`src/rtl/nnis_pkg.sv`:
```
`timescale 1ns / 1ps

package nnis_pkg;

    // Field and register widths
    localparam int COORD_W    = 12;
    localparam int PIX_W      = 8;
    localparam int SRC_SZ_W   = 9;
    localparam int DST_SZ_W   = 13;
    localparam int CFG_IDX_W  = 2;
    localparam int CFG_DATA_W = 13;

    // Scaled coordinate is below the source size, so it fits the source size width
    localparam int QUOT_W  = SRC_SZ_W;
    localparam int PROD_W  = COORD_W + SRC_SZ_W;
    localparam int DCNT_W  = $clog2(QUOT_W + 1);

    // Configuration register indexes
    localparam logic [CFG_IDX_W-1:0] REG_SOURCE_WIDTH  = 2'd0;
    localparam logic [CFG_IDX_W-1:0] REG_SOURCE_HEIGHT = 2'd1;
    localparam logic [CFG_IDX_W-1:0] REG_DEST_WIDTH    = 2'd2;
    localparam logic [CFG_IDX_W-1:0] REG_DEST_HEIGHT   = 2'd3;

    // Request kinds
    localparam logic KIND_WRITE = 1'b0;
    localparam logic KIND_READ  = 1'b1;

    // Register reset values
    localparam logic [SRC_SZ_W-1:0] SRC_SIZE_RESET = 9'd256;
    localparam logic [DST_SZ_W-1:0] DST_SIZE_RESET = 13'd256;

    typedef struct packed {
        logic [PIX_W-1:0] red;
        logic [PIX_W-1:0] green;
        logic [PIX_W-1:0] blue;
    } t_pixel;

endpackage

```
`src/rtl/nnis_divider.sv`:
```
`timescale 1ns / 1ps

module nnis_divider (
    input  logic                          i_clk,
    input  logic                          i_rst_n,
    input  logic                          i_start,
    input  logic [nnis_pkg::PROD_W-1:0]   i_dividend,
    input  logic [nnis_pkg::DST_SZ_W-1:0] i_divisor,
    output logic                          o_done,
    output logic [nnis_pkg::QUOT_W-1:0]   o_quotient
);
    import nnis_pkg::*;

    logic                r_busy;
    logic                r_done;
    logic [DCNT_W-1:0]   r_cnt;
    logic [DST_SZ_W-1:0] r_rem;
    logic [DST_SZ_W-1:0] r_div;
    logic [QUOT_W-1:0]   r_low;
    logic [QUOT_W-1:0]   r_quot;

    logic [DST_SZ_W:0]   shifted;
    logic [DST_SZ_W:0]   diff;
    logic                ge;

    // Restoring step: one quotient bit per cycle.
    // Quotient is known to fit QUOT_W bits, so the upper dividend bits start
    // out below the divisor.
    assign shifted = {r_rem, r_low[QUOT_W-1]};
    assign ge      = shifted >= {1'b0, r_div};
    assign diff    = shifted - {1'b0, r_div};

    // Control
    always_ff @(posedge i_clk) begin
        if (!i_rst_n) begin
            r_busy <= 1'b0;
            r_done <= 1'b0;
            r_cnt  <= '0;
        end else begin
            r_done <= 1'b0;
            if (i_start) begin
                r_busy <= 1'b1;
                r_cnt  <= DCNT_W'(QUOT_W);
            end else if (r_busy) begin
                r_cnt <= r_cnt - 1'b1;
                if (r_cnt == DCNT_W'(1)) begin
                    r_busy <= 1'b0;
                    r_done <= 1'b1;
                end
            end
        end
    end

    // Datapath
    always_ff @(posedge i_clk) begin
        if (i_start) begin
            r_rem <= {1'b0, i_dividend[PROD_W-1:QUOT_W]};
            r_low <= i_dividend[QUOT_W-1:0];
            r_div <= i_divisor;
        end else if (r_busy) begin
            r_rem  <= ge ? diff[DST_SZ_W-1:0] : shifted[DST_SZ_W-1:0];
            r_low  <= {r_low[QUOT_W-2:0], 1'b0};
            r_quot <= {r_quot[QUOT_W-2:0], ge};
        end
    end

    assign o_done     = r_done;
    assign o_quotient = r_quot;

endmodule

```
`config.mk`:
```
export PLATFORM = sky130hd
export DESIGN_NAME = nnis_divider
export DESIGN_NICKNAME = d
export VERILOG_FILES = /design/src/rtl/nnis_pkg.sv /design/src/rtl/nnis_divider.sv
export SDC_FILE = /design/constraint.sdc
export NUM_CORES = 1
export LEC_CHECK = 0
export BUFFER_PORTS_ARGS = -buffer_cell sky130_fd_sc_hd__clkbuf_2
export CORE_ASPECT_RATIO = 0.6
export CORE_MARGIN = 2
export CORE_UTILIZATION = 43
export CTS_BUF_LIST = sky130_fd_sc_hd__clkbuf_16
export DETAILED_ROUTE_END_ITERATION = 16
export PLACE_DENSITY = 0.69
export SYNTH_ARGS = -nofsm -noshare
export SYNTH_HDL_FRONTEND = slang
export SYNTH_SLANG_ARGS = --single-unit
```
`constraint.sdc`:
```
create_clock -name i_clk -period 2.2 [get_ports i_clk]
set_input_delay 0.22 -clock i_clk [delete_from_list [all_inputs] [get_ports i_clk]]
set_output_delay 0.22 -clock i_clk [all_outputs]
set_load 0.01 [all_outputs]
```
-- Yosys cells after proc, flatten, opt, wreduce, memory -nomap -nowiden
Index checks and enable logic that the tools add are counted.
- register bits: 50
- bits in latches: 0
- bits in writable memories: 0
- ROM bits: 0
- input port bits: 37
- output and inout bits: 10
- logic and storage cells: 31
- memories: 0
- add/subtract/negate cells: 2
- $mul: 0
- divide/modulo/power cells: 0
- $lt $le $gt $ge: 1
- eq/ne operators: 1
- shift-type cells: 0
- mux-type cells: 11
- bitwise operators: 3
- reduce and logical (&&, ||, !) cells: 4
- operator list (cell ; number):
    two-way mux 12 bit ; 2
    two-way mux 9 bit ; 2
    >= comparator 14 x 13 -> 1 bit ; 1
    two-way mux 13 bit ; 1
    subtractor 13 bit ; 1
    two-way mux 4 bit ; 2
    == test 4 x 1 -> 1 bit, second input constant ; 1
    two-way mux 1 bit ; 4
    subtractor 4 x 1 -> 4 bit, second input constant ; 1
    inverter 1 bit ; 3
    OR reduction 3 bit ; 1
    AND reduction 2 bit ; 1
    nonzero test 2 bit ; 1
    OR reduction 2 bit ; 1

-- Depth between registers and ports, before layout
Gate-level depths: netlist (run 1).
- depth in word-level cells: 4
- gate-level depth with buffers: 11
- gate-level depth less buffers: 10

-- Worst setup path after synthesis (run 1)
No wires, ideal clock.
- path type: register to register
- from: reg r_low[8]
- to: reg r_rem[4] (data pin)
- library setup time: 278 ps
- data arrival time: 2051 ps
- path slack: -129 ps
- stages on the path, launching flop included: 12
- buffers on the path: 1
- period minus slack after synthesis: 2329 ps
- cells stage by stage: edfxtp_1 > inv_1 > ha_1 > inv_1 > fa_1 > a21o_1 > nand4_2 > a21oi_2 > o31a_4 > nor2_4 > buf_6 > o311ai_2
- longest elaborated chain between the ends: 4
- elaborated cells on any way between the ends: 5
- classes of those cells: 1 x add/sub; 1 x order compare; 3 x mux
- ends and longest elaborated chain (what ; line ; RTL):
    start, declared ; nnis_divider.sv:19 ; logic [QUOT_W-1:0] r_low;
    start signal, assigned ; nnis_divider.sv:58 ; r_low <= i_dividend[QUOT_W-1:0];
    start signal, assigned ; nnis_divider.sv:62 ; r_low <= {r_low[QUOT_W-2:0], 1'b0};
    subtractor 13 bit or >= comparator 14 x 13 -> 1 bit (tied branches) ; nnis_divider.sv:31, nnis_divider.sv:30 ;
    two-way mux 13 bit * ; nnis_divider.sv:61 ; r_rem <= ge ? diff[DST_SZ_W-1:0] : shifted[DST_SZ_W-1:0];
    two-way mux 12 bit * ; nnis_divider.sv:60 ; end else if (r_busy) begin
    two-way mux 12 bit * ; nnis_divider.sv:56 ; if (i_start) begin
    end signal, assigned ; nnis_divider.sv:57 ; r_rem <= {1'b0, i_dividend[PROD_W-1:QUOT_W]};
    end signal, assigned ; nnis_divider.sv:61 ;
    end, declared ; nnis_divider.sv:17 ; logic [DST_SZ_W-1:0] r_rem;
Every way passes the cells marked *; elsewhere a longest branch is shown, timed or not. The select of a mux whose other input is x is not followed.
A chain may end at the register's enable or synchronous reset.

-- Worst setup path in the final report (run 1)
- from: reg r_low[8]
- to: reg r_rem[6] (data pin)
The elaborated chain is that of the path after synthesis.

==> results.yml, run 1 <==
timing:
  min_period_ps: 2310
  hold_viol: 0
  skew_ps: 7.53
  fmax_ghz: 0.433
  tightestPinTransition_ps: 573
  setup_viol: 14
  fin_crit_sh: 1.05
  rsz0062_at_grt: "true"
  maxSlewViolCount: 0
  worst_slack_ps: -111
  relSlewSlack: 0.618
place:
  place_inst: 370
  portBuffers: 46
  finalWeightedCongestion: 0.855
  placed_area_um2: 3160
  dp_hpwl_um: 4040
setup_path:
  r2r_end: "r_rem[6]"
  crit_type: "reg -> reg"
  crit_path_end_kind: "flip-flop"
  cp_max_fo: 7
  worstPathCellList: "inv_2 -> ha_4 -> inv_2 -> fa_2 -> a21o_1 -> nand4_2 -> a21oi_4 -> o31a_4 -> nor2_4 -> buf_6 -> o311ai_4"
  cp_common_cell: "inv_2"
  r2r_start: "r_low[8]"
  rr_worst_depth: 11
  critPathMaxStageDelay_ps: 380
  cp_data_arrival_time_ps: 2330
  cp-startpoint: "r_low[8]"
  cp-start-kind: "flip-flop"
  cp.required_ps: 2220
  r2r_slack_ps: -110
  timing.critical_path.buf_inv: 3
  crit_slowest_cell: "edfxtp_1"
  path_delay_family: "compound AO/OA/AOI/OAI gates"
grt:
  grt_pass1_wl_um: 9410
  use_met1: 0.267
  gr-total-overflow: 0
  grt_pass1_vias: 1911
  grt-busiest-layer: "met1"
  use_met2: 0.246
  global_route.usage.met3: 0.0476
  antenna_found_initial: 0
  grtUsageTotal: 0.176
  grt_max_degree: 39
final_layout:
  antenna_cells: 0
  fin_cells: 382
  layout.nets: 350
  drive_gt1_frac: 0.359
  final_area_um2: 3450
  syn2layout_area_growth_pct: 26.7
synth:
  yosys_warnings: 0
  synth_top_flop_cell: "edfxtp_1"
  synth_seq_area_share: 0.525
  syn-num-nets: 283
  avgSynthCellArea_um2: 11.8
  synth.largest_area_cell: "edfxtp_1"
  netlist_top_cells_area: "edfxtp_1 47%, ha_1 6.9%, dfxtp_1 5.1%"
  syn_inst: 230
  synth.distinct_cells: 46
  syn_area_um2: 2730
  synth-seq-cells: 50
  yosysMostFrequentCell: "edfxtp_1"
  synthTopCellsByCount: "43 x edfxtp_1, 22 x inv_1, 15 x ha_1"
  synth_edf_count: 43
  synth_top_area_frac: 0.474
  postSynth.asyncResetShare: 0
clocking:
  clkLatencyLatePin_ps: 280
  cts_num_sinks: 50
  htree_levels: 2
  cts_tree: "done"
  clkSlewWorstSetupHoldPaths_ps: 70
  clockRootBuffer: "clkbuf_16"
  cts_buffers: 5
  cts_buffer_depth: 2
  postCtsHoldBufs: 0
min_path:
  min_path_type: "in -> reg"
  min_from: "i_divisor[9]"
  whs_path_depth: 1
  whs_endpoint: "r_div[9]"
run_status:
  status: "finished with violations"
  violations: "setup timing"
drt:
  route.vias.total: 1991
  wl_per_cell_um: 14.8
  avgViaCountPerCell: 5.21
  drc_errors: 0
  wirelength_um: 5660
  firstDrtPassIters: 4
  antenna_left: 0
  initialDrtViolationCount: 112
floorplan:
  initial_core_util: 0.446
  io_pins: 47
  core_area_um2: 6110
  num_rows: 22
  die_width_um: 107
  dieArea_um2: 7010
  chipHeight_um: 65.7
power_and_ir_drop:
  p_leak_nw: 1.45
  ir_worst_vdd_uv: 478
  power_density_nw_per_um2: 1020
flow_run:
  cap_violations: 0
-- report_power, final --
group,switching (mW),internal [mW]
combinational,0.756,0.633
clock,0.327,0.556
sequential,0.0687,1.20
total,1.15,2.38
-- worst max path at each step --
stage           endpoint  slack, ps  cells after the start
6_report        r_rem[6]       -110                     11
5_1_grt         r_rem[6]       -170                     11
4_1_cts         r_rem[6]        -90                     11
3_5_place_dp    r_rem[2]       -130                     11
3_3_place_gp   r_rem[11]        -40                      7
2_1_floorplan   r_rem[4]         20                     11
-- layout make-up --
cell class / count / area, µm²
sequential: 50 / 1430
timing repair buffer: 70 / 418
multi-input combinational: 148 / 1240
inverter: 22 / 82.6
tap: 84 / 105
clock inverter: 1 / 3.75
clock buffer: 7 / 175
fill: 540 / 2660
-- per-stage QoR --
step                      power, mW  setup WS [ps]  hold slack [ps]   util  setup TNS [ps]
after floorplan                2.14           17.0              319      -               0
after global placement         2.49          -42.4              396  0.517            -252
after detailed placement       2.52           -130              399  0.517           -1110
after CTS                      3.51          -92.3              102  0.560            -788
after global routing           3.76           -174             93.8  0.565           -2040
final                          3.54           -111              105  0.565           -1130
-- cell usage in the layout (no fill, tap or decap), types with 6 or more instances in the layout --
cell type	instances
a21o_1	6
a21oi_1	11
buf_4	22
clkbuf_16	7
clkbuf_2	46
dfxtp_1	7
edfxtp_1	43
ha_1	12
inv_1	20
mux2_2	8
nand2_1	14
nor2_1	11
nor2b_1	6
o31ai_1	6
xor2_1	9
-- repair_timing --
action	in CTS	in global routing
gates resized for setup	13	5
endpoints found under the hold margin	0	0
endpoints found under the setup margin	14	14
setup buffers	3	1
pin swaps	8	5
-- cell families (layout without fill, tap and decap cells) --
family          count (synthesis)  after routing  synth area share
compound gates                 55             55             0.160
mux                             8              8            0.0331
xor+xnor                       14             14            0.0450
buf+inv                        32            100            0.0496
simple gates                   55             55             0.111
flops                          50             50             0.525
fa+ha+maj                      16             16            0.0762
-- flip-flops by register name (all words and copies together) (netlist names) --
| name | flops |
|---|---|
| r_div | 13 |
| o_quotient | 9 |
| o_done | 1 |
| r_rem | 13 |
| r_low | 9 |
| r_busy | 1 |
| r_cnt | 4 |
-- metal layers --
metal,wire (µm),part of all wire
met1,2920,0.52
met2,2420,0.43
met3,285,0.050
met4,29,0.0051
met5,0,0
-- worst register-to-register path, stage by stage (launching register included) --
cell and delay [ps]:
edfxtp_1 380, inv_2 90, ha_4 130, inv_2 40
fa_2 350, a21o_1 200, nand4_2 130, a21oi_4 90
o31a_4 300, nor2_4 110, buf_6 140, o311ai_4 100
(Power assumes the default switching activity.)
==> inputs of run 2 (changes only) <==
--- a/config.mk
+++ b/config.mk
@@ -6,7 +6,7 @@
 export NUM_CORES = 1
 export LEC_CHECK = 0
 export BUFFER_PORTS_ARGS = -buffer_cell sky130_fd_sc_hd__clkbuf_2
-export CORE_ASPECT_RATIO = 0.6
+export CORE_ASPECT_RATIO = 0.7
 export CORE_MARGIN = 2
 export CORE_UTILIZATION = 43
 export CTS_BUF_LIST = sky130_fd_sc_hd__clkbuf_16
==> run 2 against run 1 <==
Against the previous run:
- first-iteration DRC count down 8.9%
- clock power up 11%
- critical path depth unchanged
- the run still ends with setup timing left
- die area down 0.16%
- largest cell class unchanged
- non-clock buffer count up 4
- sequential share of layout area down 1.3 points
- highest routed layer unchanged
==> results.yml, run 2 (synthesized netlist as in run 1, its figures left out) <==
timing:
  fmax_ghz: 0.423
  fin_hold_ws_ps: 103
  fin_crit_sh: 1.08
  tightestPinTransition_ps: 563
  skew_ps: 3.32
  maxSlewViolCount: 0
  rsz0062_at_grt: "true"
  min_period_ps: 2370
  fin_setup_tns_ps: -1930
  hold_viol: 0
  worst_slack_ps: -167
  relSlewSlack: 0.624
  setup_viol: 14
grt:
  grt_pass1_vias: 2030
  grtUsageTotal: 0.178
  antenna_found_initial: 0
  grt_max_degree: 36
  gr-total-overflow: 0
  grt_pass1_wl_um: 9710
drt:
  firstDrtPassIters: 4
  initialDrtViolationCount: 102
  antenna_left: 0
  wl_per_cell_um: 15.7
  drc_errors: 0
  avgViaCountPerCell: 5.24
  wirelength_um: 5980
  route.vias.total: 1992
power_and_ir_drop:
  switching_share: 0.327
  power_switching_mw: 1.24
  ir_worst_vdd_uv: 393
  power.share.combinational: 0.405
  total_power_mw: 3.78
  seqPwrFrac: 0.336
  p_leak_nw: 1.50
  power.share.clock: 0.260
  internal_power_mw: 2.54
  power_density_nw_per_um2: 1060
place:
  portBuffers: 46
  detailedPlace.worstSlack_ps: -173
  dp_hpwl_um: 4080
  place_inst: 365
  placed_area_um2: 3190
  finalWeightedCongestion: 0.855
final_layout:
  reg_top3: "r_div: 13 flops, r_rem: 13 flops"
  drive_gt1_frac: 0.384
  final_area_um2: 3570
  layout_common_cells: "46 x clkbuf_2, 43 x edfxtp_1, 24 x buf_4"
  layout.nets: 354
  fin_util: 0.577
  antenna_cells: 0
  syn2layout_area_growth_pct: 30.9
  fin_cells: 380
  final_common_cell: "clkbuf_2"
run_status:
  status: "finished with violations"
  violations: "setup timing"
setup_path:
  crit_type: "reg -> reg"
  rr_worst_depth: 11
  cp_data_arrival_time_ps: 2390
  cp_max_fo: 5
  cp.required_ps: 2230
  crit_path_end_kind: "flip-flop"
  cp-start-kind: "flip-flop"
clocking:
  htree_levels: 2
  clkLatencyLatePin_ps: 290
  cts_buffers: 5
  clockRootBuffer: "clkbuf_16"
  cts_tree: "done"
  cts_buffer_depth: 2
  cts_num_sinks: 50
  clkSlewWorstSetupHoldPaths_ps: 60
floorplan:
  dieArea_um2: 7000
  io_pins: 47
  initial_core_util: 0.441
  num_rows: 24
  core_area_um2: 6190
  die_width_um: 99.2
  chipHeight_um: 70.6
flow_run:
  cap_violations: 0
min_path:
  whs_path_depth: 1
  min_path_type: "in -> reg"
-- run 2: path summary, 6_finish.rpt --
| kind | startpoint | end | slack (ps) |
|---|---|---|---|
| setup / recovery | r_low[8] | r_rem[6] | -170 |
| hold / removal | i_divisor[10] | r_div[10] | 100 |
| setup reg to reg | r_low[8] | r_rem[6] | -170 |
| hold reg to reg | o_quotient[1] | o_quotient[2] | 450 |
-- run 2: cell type report --
class	instances	area [µm²]
clock buffer	5	125
clock inverter	3	63.8
fill	520	2620
inverter	22	82.6
multi-input combinational	148	1290
sequential	50	1430
tap	78	97.6
timing repair buffer	74	473
-- run 2: what timing repair did --
action                     in CTS  in global routing
hold buffers                    0                  0
pin swaps                       7                  2
setup buffers                   5                  2
gates resized for setup        19                  7
setup endpoints to repair      14                 14
-- run 2: routing by layer --
metal | up-vias | global-route usage | share of wire
met5 | - | 0 | 0
met4 | 0 | 0.0563 | 0.015
met3 | 10 | 0.0405 | 0.049
met2 | 44 | 0.288 | 0.48
met1 | 951 | 0.239 | 0.46
li1 | 987 | - | -
-- run 2: power groups by stage --
stage | logic (mW) | registers, mW | clock network, mW
floorplan | 0.879 | 1.26 | 0
global placement | 1.25 | 1.28 | 0
detailed placement | 1.28 | 1.28 | 0
CTS | 1.44 | 1.27 | 0.995
global route | 1.66 | 1.28 | 1.03
finish | 1.53 | 1.27 | 0.981
-- run 2: worst max-delay path, stage by stage (launching register included) --
cell and delay [ps]:
edfxtp_1 420, inv_2 110, ha_4 140, inv_2 30, fa_2 330, a21o_1 200
nand4_4 120, a21oi_4 80, o31a_4 300, nor2_4 130, buf_12 150, o311ai_4 90
==> inputs of run 3 (changes only) <==
--- a/config.mk
+++ b/config.mk
@@ -8,10 +8,9 @@
 export BUFFER_PORTS_ARGS = -buffer_cell sky130_fd_sc_hd__clkbuf_2
 export CORE_ASPECT_RATIO = 0.7
 export CORE_MARGIN = 2
-export CORE_UTILIZATION = 43
+export CORE_UTILIZATION = 25
 export CTS_BUF_LIST = sky130_fd_sc_hd__clkbuf_16
 export DETAILED_ROUTE_END_ITERATION = 16
-export PLACE_DENSITY = 0.69
 export SYNTH_ARGS = -nofsm -noshare
 export SYNTH_HDL_FRONTEND = slang
 export SYNTH_SLANG_ARGS = --single-unit
==> run 3 against run 2 <==
Against the previous run:
- the flow still finishes with violations (setup timing)
- maximum frequency is 3.2% higher
- routed wire length is 3.1% higher
- design area is 0.11% higher
- sequential cell count stayed put
- non-clock buffer count is 2 lower
- sequential share of layout area hardly changed
- setup slack better by 73 ps
- critical path type unchanged
==> results.yml, run 3 (synthesized netlist as in run 1, its figures left out) <==
setup_path:
  cp-startpoint: "r_low[8]"
  rr_worst_depth: 11
  crit_path_end_kind: "flip-flop"
  cp.required_ps: 2230
  crit_type: "reg -> reg"
  cp_max_fo: 5
  cp_data_arrival_time_ps: 2330
  cp-start-kind: "flip-flop"
  r2r_start: "r_low[8]"
timing:
  worst_slack_ps: -93.9
  fin_crit_sh: 1.04
  min_period_ps: 2290
  rsz0062_at_grt: "true"
  skew_ps: 4.94
  fmax_ghz: 0.436
  tightestPinTransition_ps: 576
  hold_viol: 0
  setup_viol: 12
  relSlewSlack: 0.616
  fin_setup_tns_ps: -815
  maxSlewViolCount: 0
drt:
  firstDrtPassIters: 4
  route.vias.total: 1972
  wl_per_cell_um: 14.3
  antenna_left: 0
  avgViaCountPerCell: 4.56
  initialDrtViolationCount: 130
  drc_errors: 0
  wirelength_um: 6160
final_layout:
  final_common_cell: "clkbuf_2"
  layout.nets: 352
  reg_top3: "r_div: 13 flops, r_rem: 13 flops"
  syn2layout_area_growth_pct: 31.0
  fill_cells: 1064
  layout_common_cells: "46 x clkbuf_2, 43 x edfxtp_1, 24 x buf_4"
  antenna_cells: 0
  drive_gt1_frac: 0.380
power_and_ir_drop:
  power_density_nw_per_um2: 1010
  p_leak_nw: 1.47
  ir_worst_vdd_uv: 365
flow_run:
  cap_violations: 0
floorplan:
  core_area_um2: 10500
  num_rows: 31
  chipHeight_um: 91.4
  dieArea_um2: 11800
  die_width_um: 129
  io_pins: 47
  initial_core_util: 0.260
min_path:
  whs_path_depth: 1
  min_from: "i_divisor[7]"
  min_path_type: "in -> reg"
grt:
  global_route.usage.met3: 0.0336
  grt_pass1_wl_um: 10200
  use_met1: 0.164
  grt-busiest-layer: "met1"
  gr-total-overflow: 0
  antenna_found_initial: 0
  grt_max_degree: 24
  use_met2: 0.158
  grt_pass1_vias: 2033
  grtUsageTotal: 0.112
place:
  detailedPlace.worstSlack_ps: -141
  finalWeightedCongestion: 0.814
  portBuffers: 46
  dp_hpwl_um: 4480
clocking:
  clockRootBuffer: "clkbuf_16"
  cts_num_sinks: 50
  postCtsHoldBufs: 0
  cts_tree: "done"
  clkLatencyLatePin_ps: 290
  clkSlewWorstSetupHoldPaths_ps: 70
  cts_buffer_depth: 2
  cts_buffers: 5
  htree_levels: 2
run_status:
  status: "finished with violations"
  violations: "setup timing"
-- run 3: changes by cell type in the layout (fill, tap and decap cells not counted), moves of 2 or more --
cell       previous run  this run
o311ai_4              3         1
o31ai_2               4         0
o31ai_1               1         5
a21oi_1              11         9
bufinv_16             2         0
o311ai_2              1         3
clkbuf_16             5         7
a21oi_2               2         4
-- run 3: timing repair --
| item | 4_1_cts | 5_1_grt |
|---|---|---|
| pin swaps | 10 | 4 |
| buffers inserted | 2 | 1 |
| setup endpoints to repair | 14 | 14 |
| gates cloned | 0 | 0 |
| gates resized for setup | 12 | 12 |
-- run 3: per-stage QoR --
step	utilization	hold WS, ps	instance area [µm²]	power (mW)	cells
after floorplan	-	319	2730	2.14	230
after global placement	0.311	399	3260	2.55	421
after detailed placement	0.311	399	3260	2.58	421
after CTS	0.334	88.3	3500	3.57	431
after global routing	0.341	80.0	3570	3.86	432
final	0.341	95.0	3570	3.62	432
-- run 3: critical path, cell delays in order (launching register included) --
cell and delay [ps]:
edfxtp_1 390, inv_2 90, ha_4 130, inv_2 30
fa_2 330, a21o_1 190, nand4_2 120, a21oi_4 90
o31a_4 300, nor2_4 120, buf_12 140, o311ai_2 100
-- run 3: metal layers --
metal | routed length [µm] | share of wire
met5 | 0 | 0
met4 | 58 | 0.0094
met3 | 334 | 0.054
met2 | 2620 | 0.43
met1 | 3140 | 0.51
-- run 3: path summary, 6_finish.rpt --
path | end | slack, ps
worst min-delay path | r_div[7] | 100
worst min register to register | o_quotient[2] | 450
worst max-delay path | r_rem[5] | -90
worst max register to register | r_rem[5] | -90
-- run 3: power by group --
| group | internal [mW] | leakage [nW] | switching, mW |
|---|---|---|---|
| clock | 0.556 | 0.0878 | 0.347 |
| sequential | 1.20 | 0.482 | 0.0682 |
| combinational | 0.675 | 0.900 | 0.779 |
-- run 3: layout make-up --
class / count / area (µm²) / share of cell area
Clock buffer: 7 / 175 / 0.0491
Multi-Input combinational cell: 148 / 1270 / 0.356
Sequential cell: 50 / 1430 / 0.401
Clock inverter: 1 / 3.75 / 0.00105
Tap cell: 132 / 165 / 0.0463
Timing Repair Buffer: 72 / 442 / 0.124
Inverter: 22 / 82.6 / 0.0231
